<file path="src/cbd2_ram.sv">
// Generic single-write, single-read RAM with registered read data.
`timescale 1ns / 1ps

module cbd2_ram #(
  parameter int WIDTH = 27,
  parameter int DEPTH = 32
) (
  input  logic                     clk,
  input  logic                     we,
  input  logic [$clog2(DEPTH)-1:0] waddr,
  input  logic [WIDTH-1:0]         wdata,
  input  logic                     re,
  input  logic [$clog2(DEPTH)-1:0] raddr,
  output logic [WIDTH-1:0]         rdata
);

  logic [WIDTH-1:0] mem [DEPTH];

  always_ff @(posedge clk) begin
    if (we) begin
      mem[waddr] <= wdata;
    end
    if (re) begin
      rdata <= mem[raddr];
    end
  end

endmodule
</file>
<file path="config.mk">
export PLATFORM = sky130hd
export DESIGN_NAME = cbd2_ram
export DESIGN_NICKNAME = d
export VERILOG_FILES = /design/src/cbd2_ram.sv
export SDC_FILE = /design/constraint.sdc
export NUM_CORES = 1
export LEC_CHECK = 0
export BUFFER_PORTS_ARGS = -buffer_cell sky130_fd_sc_hd__buf_2
export CAP_MARGIN = 20
export CELL_PAD_IN_SITES_DETAIL_PLACEMENT = 1
export CELL_PAD_IN_SITES_GLOBAL_PLACEMENT = 2
export CORE_ASPECT_RATIO = 0.6
export CORE_MARGIN = 1
export CORE_UTILIZATION = 36
export CTS_CLUSTER_SIZE = 10
export DETAILED_ROUTE_END_ITERATION = 8
export PLACE_DENSITY = 0.64
export RECOVER_POWER = 100
export SLEW_MARGIN = 10
export SYNTH_ARGS = -nofsm -noshare
export SYNTH_HDL_FRONTEND = slang
export SYNTH_SLANG_ARGS = --single-unit
</file>
<file path="constraint.sdc">
create_clock -name clk -period 2.4 [get_ports clk]
set_input_delay 0.12 -clock clk [delete_from_list [all_inputs] [get_ports clk]]
set_output_delay 0.12 -clock clk [all_outputs]
set_load 0.01 [all_outputs]
</file>
==> results summary <==
Leaving out fill and tap cells, the most frequent cell in the layout is sky130_fd_sc_hd__edfxtp_1. Setup violations remaining at the end of the flow were counted as 0. The maximum vdd ir drop is 0.513 mV. The core region is 0.0944 mm². The final wirelength came out at between 100000 and 150000 µm. The utilization after layout is 42.4%. The estimated wirelength of the detail-placed design is 56500 µm. The worst register-to-register path begins at mem[1][8]$_DFFE_PP_. The smallest clock period supported by the final layout is computed as 1950 ps. The detailed router finished its first iteration with roughly 1700 violations. The insertion delay to the later sink of the worst-skew pair came out at 670 ps. The area growth from synthesis to layout is 16.0%. The power density over the cells is 810 mW/mm².

The power consumption is 32.4 mW. After clock tree synthesis, the clock-pin slew on the worst setup and hold paths is about 60 ps. The startpoint of the tightest hold check path is raddr[2]. After clock tree synthesis, the repair step resized 0 gates. The synthesized area per cell is 18.0 µm². The total count of max-transition violations in the final report came out at 192. In the layout the commonest cells are sky130_fd_sc_hd__edfxtp_1, sky130_fd_sc_hd__mux2i_1, sky130_fd_sc_hd__clkbuf_16, sky130_fd_sc_hd__nand3_1, sky130_fd_sc_hd__nand2_1. The min-delay analysis places its worst path in the category input pin to flip-flop. The vias per cell came out at between 5 and 6. The final routed wire length divided by cell count is 30.7 µm. Cells with a size suffix above 1 make up 11.4% of the layout.

The number of endpoints with negative hold slack in the final report was 0. The critical path goes through clkbuf_1 > nand3b_1 > nor2_1 > clkbuf_1. The count of buffers added by post-CTS timing repair for setup came out at 0. The worst clock skew is 18.1 ps. The detailed-routing iteration count for the pre-antenna-repair pass came out at 5. In this run the worst path has a maximum fanout of 8. The pin count of the biggest net entering global routing came out at 50.

The starting utilization of the core area is 36.5%. Across every metal layer, demand over resource in global routing totals 21.1%. The reported max-cap violation count is 9. Clock tree synthesis found a total of 891 sinks. The netlist area before placement came out at between 0.03 and 0.04 mm².

The post-synth net total is 1955. The total number of vias is 18900. Counting distinct cell types in the post-synthesis netlist gives 24.

The number of cell rows is 87. The data required time of the worst path came out at 2710 ps. Together, buffers and inverters on the worst path number 2. STA classifies the critical path startpoint as an input pin. By instance count, the cell type seen most on the critical path is sky130_fd_sc_hd__clkbuf_1. The kind of cell with the highest combined delay along the critical path is simple AND/OR/NAND/NOR gates. The run finished, with violations left.

The CTS buffer count is 99. The leakage power of the design came out at roughly 14 nW. The sequential cell area fraction in the yosys report came out at 77.6%. The setup path with the least slack is of type input pin to flip-flop. The number of standard cells after synthesis is 1915. The number of I/O port buffers is 66. On the worst path, the slowest cell contributes a delay of 1030 ps. In this run the worst setup path begins at waddr[3]. Counting flops and latches in the post-synthesis netlist gives 891.

The number of global-route vias before repair is approximately 19000. The floorplan step defined a die boundary enclosing 0.0971 mm². The normalized max-slew margin is -10.3%. The maximum achievable frequency came out at 512 MHz. The number of nets at the end of the flow came out at 2158.

The arrival time of the worst setup path came out at 2260 ps. The actual slew at the worst max-slew pin is approximately 1700 ps. The first global-routing pass estimated between 100000 and 150000 µm of wire. The initial antenna violation count came out at 5. The H-tree level count is 3. The total overflow left after global routing is 0. In this run the vertical extent of the chip is 242 µm. The maximum clock insertion buffer count came out at 3.

The x dimension of the die is around 400 µm. Setup repair after global routing left no endpoint under its margin. The number of antenna-violating nets in the routed design came out at 0. For this design the top-level I/O count stands at 67. TritonCTS built the clock tree. STA classifies the critical path endpoint as a flip-flop. The total negative setup slack came out at 0 ps. After detailed routing, the number of remaining DRC violations is 0.

The share of the cycle needed by the critical path after routing is 81.4%. The number of fill cells in the layout came out at between 8000 and 9000. For this design, the slowest cell found on the critical path is sky130_fd_sc_hd__nor2_1. The cell at the root of the clock tree is sky130_fd_sc_hd__clkbuf_16.

The number of warnings reported in the yosys synthesis log came out at 0. The checks that failed: max-capacitance violations, max-slew violations. At the end of routability-driven placement, the weighted congestion stood at between 0.7 and 0.8.
-- what timing repair did --
action | CTS | global route
hold endpoints to repair | 871 | 0
hold buffers | 28 | 0
setup endpoints to repair | 0 | 0
-- metal layers --
layer	global-route usage [%]	part of all wire (%)	vias to the layer above	routed length [µm]
met5	0	0.012	-	12
met4	4.20	1.6	2	1690
met3	3.68	5.8	117	5990
met2	31.1	44	588	45100
met1	32.4	49	10200	50600
li1	-	-	7993	-
-- kinds of logic after synthesis --
| logic type | synth area share [%] |
|---|---|
| flops | 77.6 |
| mux | 12.5 |
| compound gates | 4.80 |
| simple gates | 3.19 |
| buf+inv | 1.90 |
-- where the power goes --
| part | switching [mW] | leakage [nW] | internal [mW] |
|---|---|---|---|
| Combinational | 1.17 | 4.39 | 0.614 |
| Sequential | 0.0814 | 8.05 | 17.4 |
| Clock | 5.72 | 1.27 | 7.41 |
-- metrics by stage --
step / setup WS, ps / hold slack (ps) / cells / area [µm²]
after floorplan: 62.8 / 219 / 1915 / 34500
after global placement: 357 / 537 / 3235 / 37700
after CTS: 823 / 139 / 3369 / 40500
after detailed placement: 356 / 551 / 3235 / 37700
final: 446 / 195 / 3370 / 40000
after global routing: 420 / 186 / 3370 / 40000
-- synthesized netlist by cell type --
cell | number | area [µm²]
sky130_fd_sc_hd__buf_6 | 14 | 158
sky130_fd_sc_hd__nor2_1 | 33 | 124
sky130_fd_sc_hd__a22oi_1 | 81 | 608
sky130_fd_sc_hd__nand3_1 | 83 | 415
sky130_fd_sc_hd__clkbuf_4 | 4 | 30.0
sky130_fd_sc_hd__buf_1 | 3 | 11.3
sky130_fd_sc_hd__buf_2 | 18 | 90.1
sky130_fd_sc_hd__or3b_2 | 3 | 26.3
sky130_fd_sc_hd__edfxtp_1 | 891 | 26800
sky130_fd_sc_hd__a31oi_1 | 27 | 169
sky130_fd_sc_hd__mux2i_1 | 432 | 4320
sky130_fd_sc_hd__clkbuf_1 | 38 | 143
sky130_fd_sc_hd__buf_4 | 30 | 225
sky130_fd_sc_hd__a22o_1 | 54 | 473
sky130_fd_sc_hd__nor3_1 | 27 | 135
sky130_fd_sc_hd__nand2_1 | 83 | 312
sky130_fd_sc_hd__nand3b_1 | 5 | 37.5
sky130_fd_sc_hd__or3_1 | 1 | 6.26
sky130_fd_sc_hd__nor2b_1 | 2 | 12.5
sky130_fd_sc_hd__and2_1 | 1 | 6.26
sky130_fd_sc_hd__or2_2 | 1 | 6.26
sky130_fd_sc_hd__nor2_2 | 1 | 6.26
sky130_fd_sc_hd__nand2b_1 | 2 | 12.5
sky130_fd_sc_hd__a21oi_1 | 81 | 405
-- path summary, 6_finish.rpt --
check	cells after the start	slack, ps	end
setup / recovery	4	450	mem[27][9]$_DFFE_PP_
hold / removal	6	200	rdata[10]$_DFFE_PP_
setup reg to reg	5	870	rdata[8]$_DFFE_PP_
hold reg to reg	4	680	rdata[0]$_DFFE_PP_
-- state kept, by name, indices dropped and copies added (netlist names) --
register and cells:
mem 864, rdata 27
-- layout make-up --
type | count | area [µm²] | area share [%]
timing repair buffer | 209 | 1900 | 4.75
sequential | 891 | 26800 | 66.9
clock buffer | 103 | 2560 | 6.39
antenna | 1 | 2.50 | 0.00625
clock inverter | 3 | 28.8 | 0.0719
tap | 1246 | 1560 | 3.90
multi-input combinational | 917 | 7210 | 18.0
-- worst register-to-register path, stage by stage (launching register included) --
cell,delay (ps)
sky130_fd_sc_hd__edfxtp_1,360
sky130_fd_sc_hd__mux2i_1,150
sky130_fd_sc_hd__a22o_1,160
sky130_fd_sc_hd__nor3_1,70
sky130_fd_sc_hd__a31oi_1,180
sky130_fd_sc_hd__nand3_1,270
No activity file was read; power rests on OpenSTA's default activity.
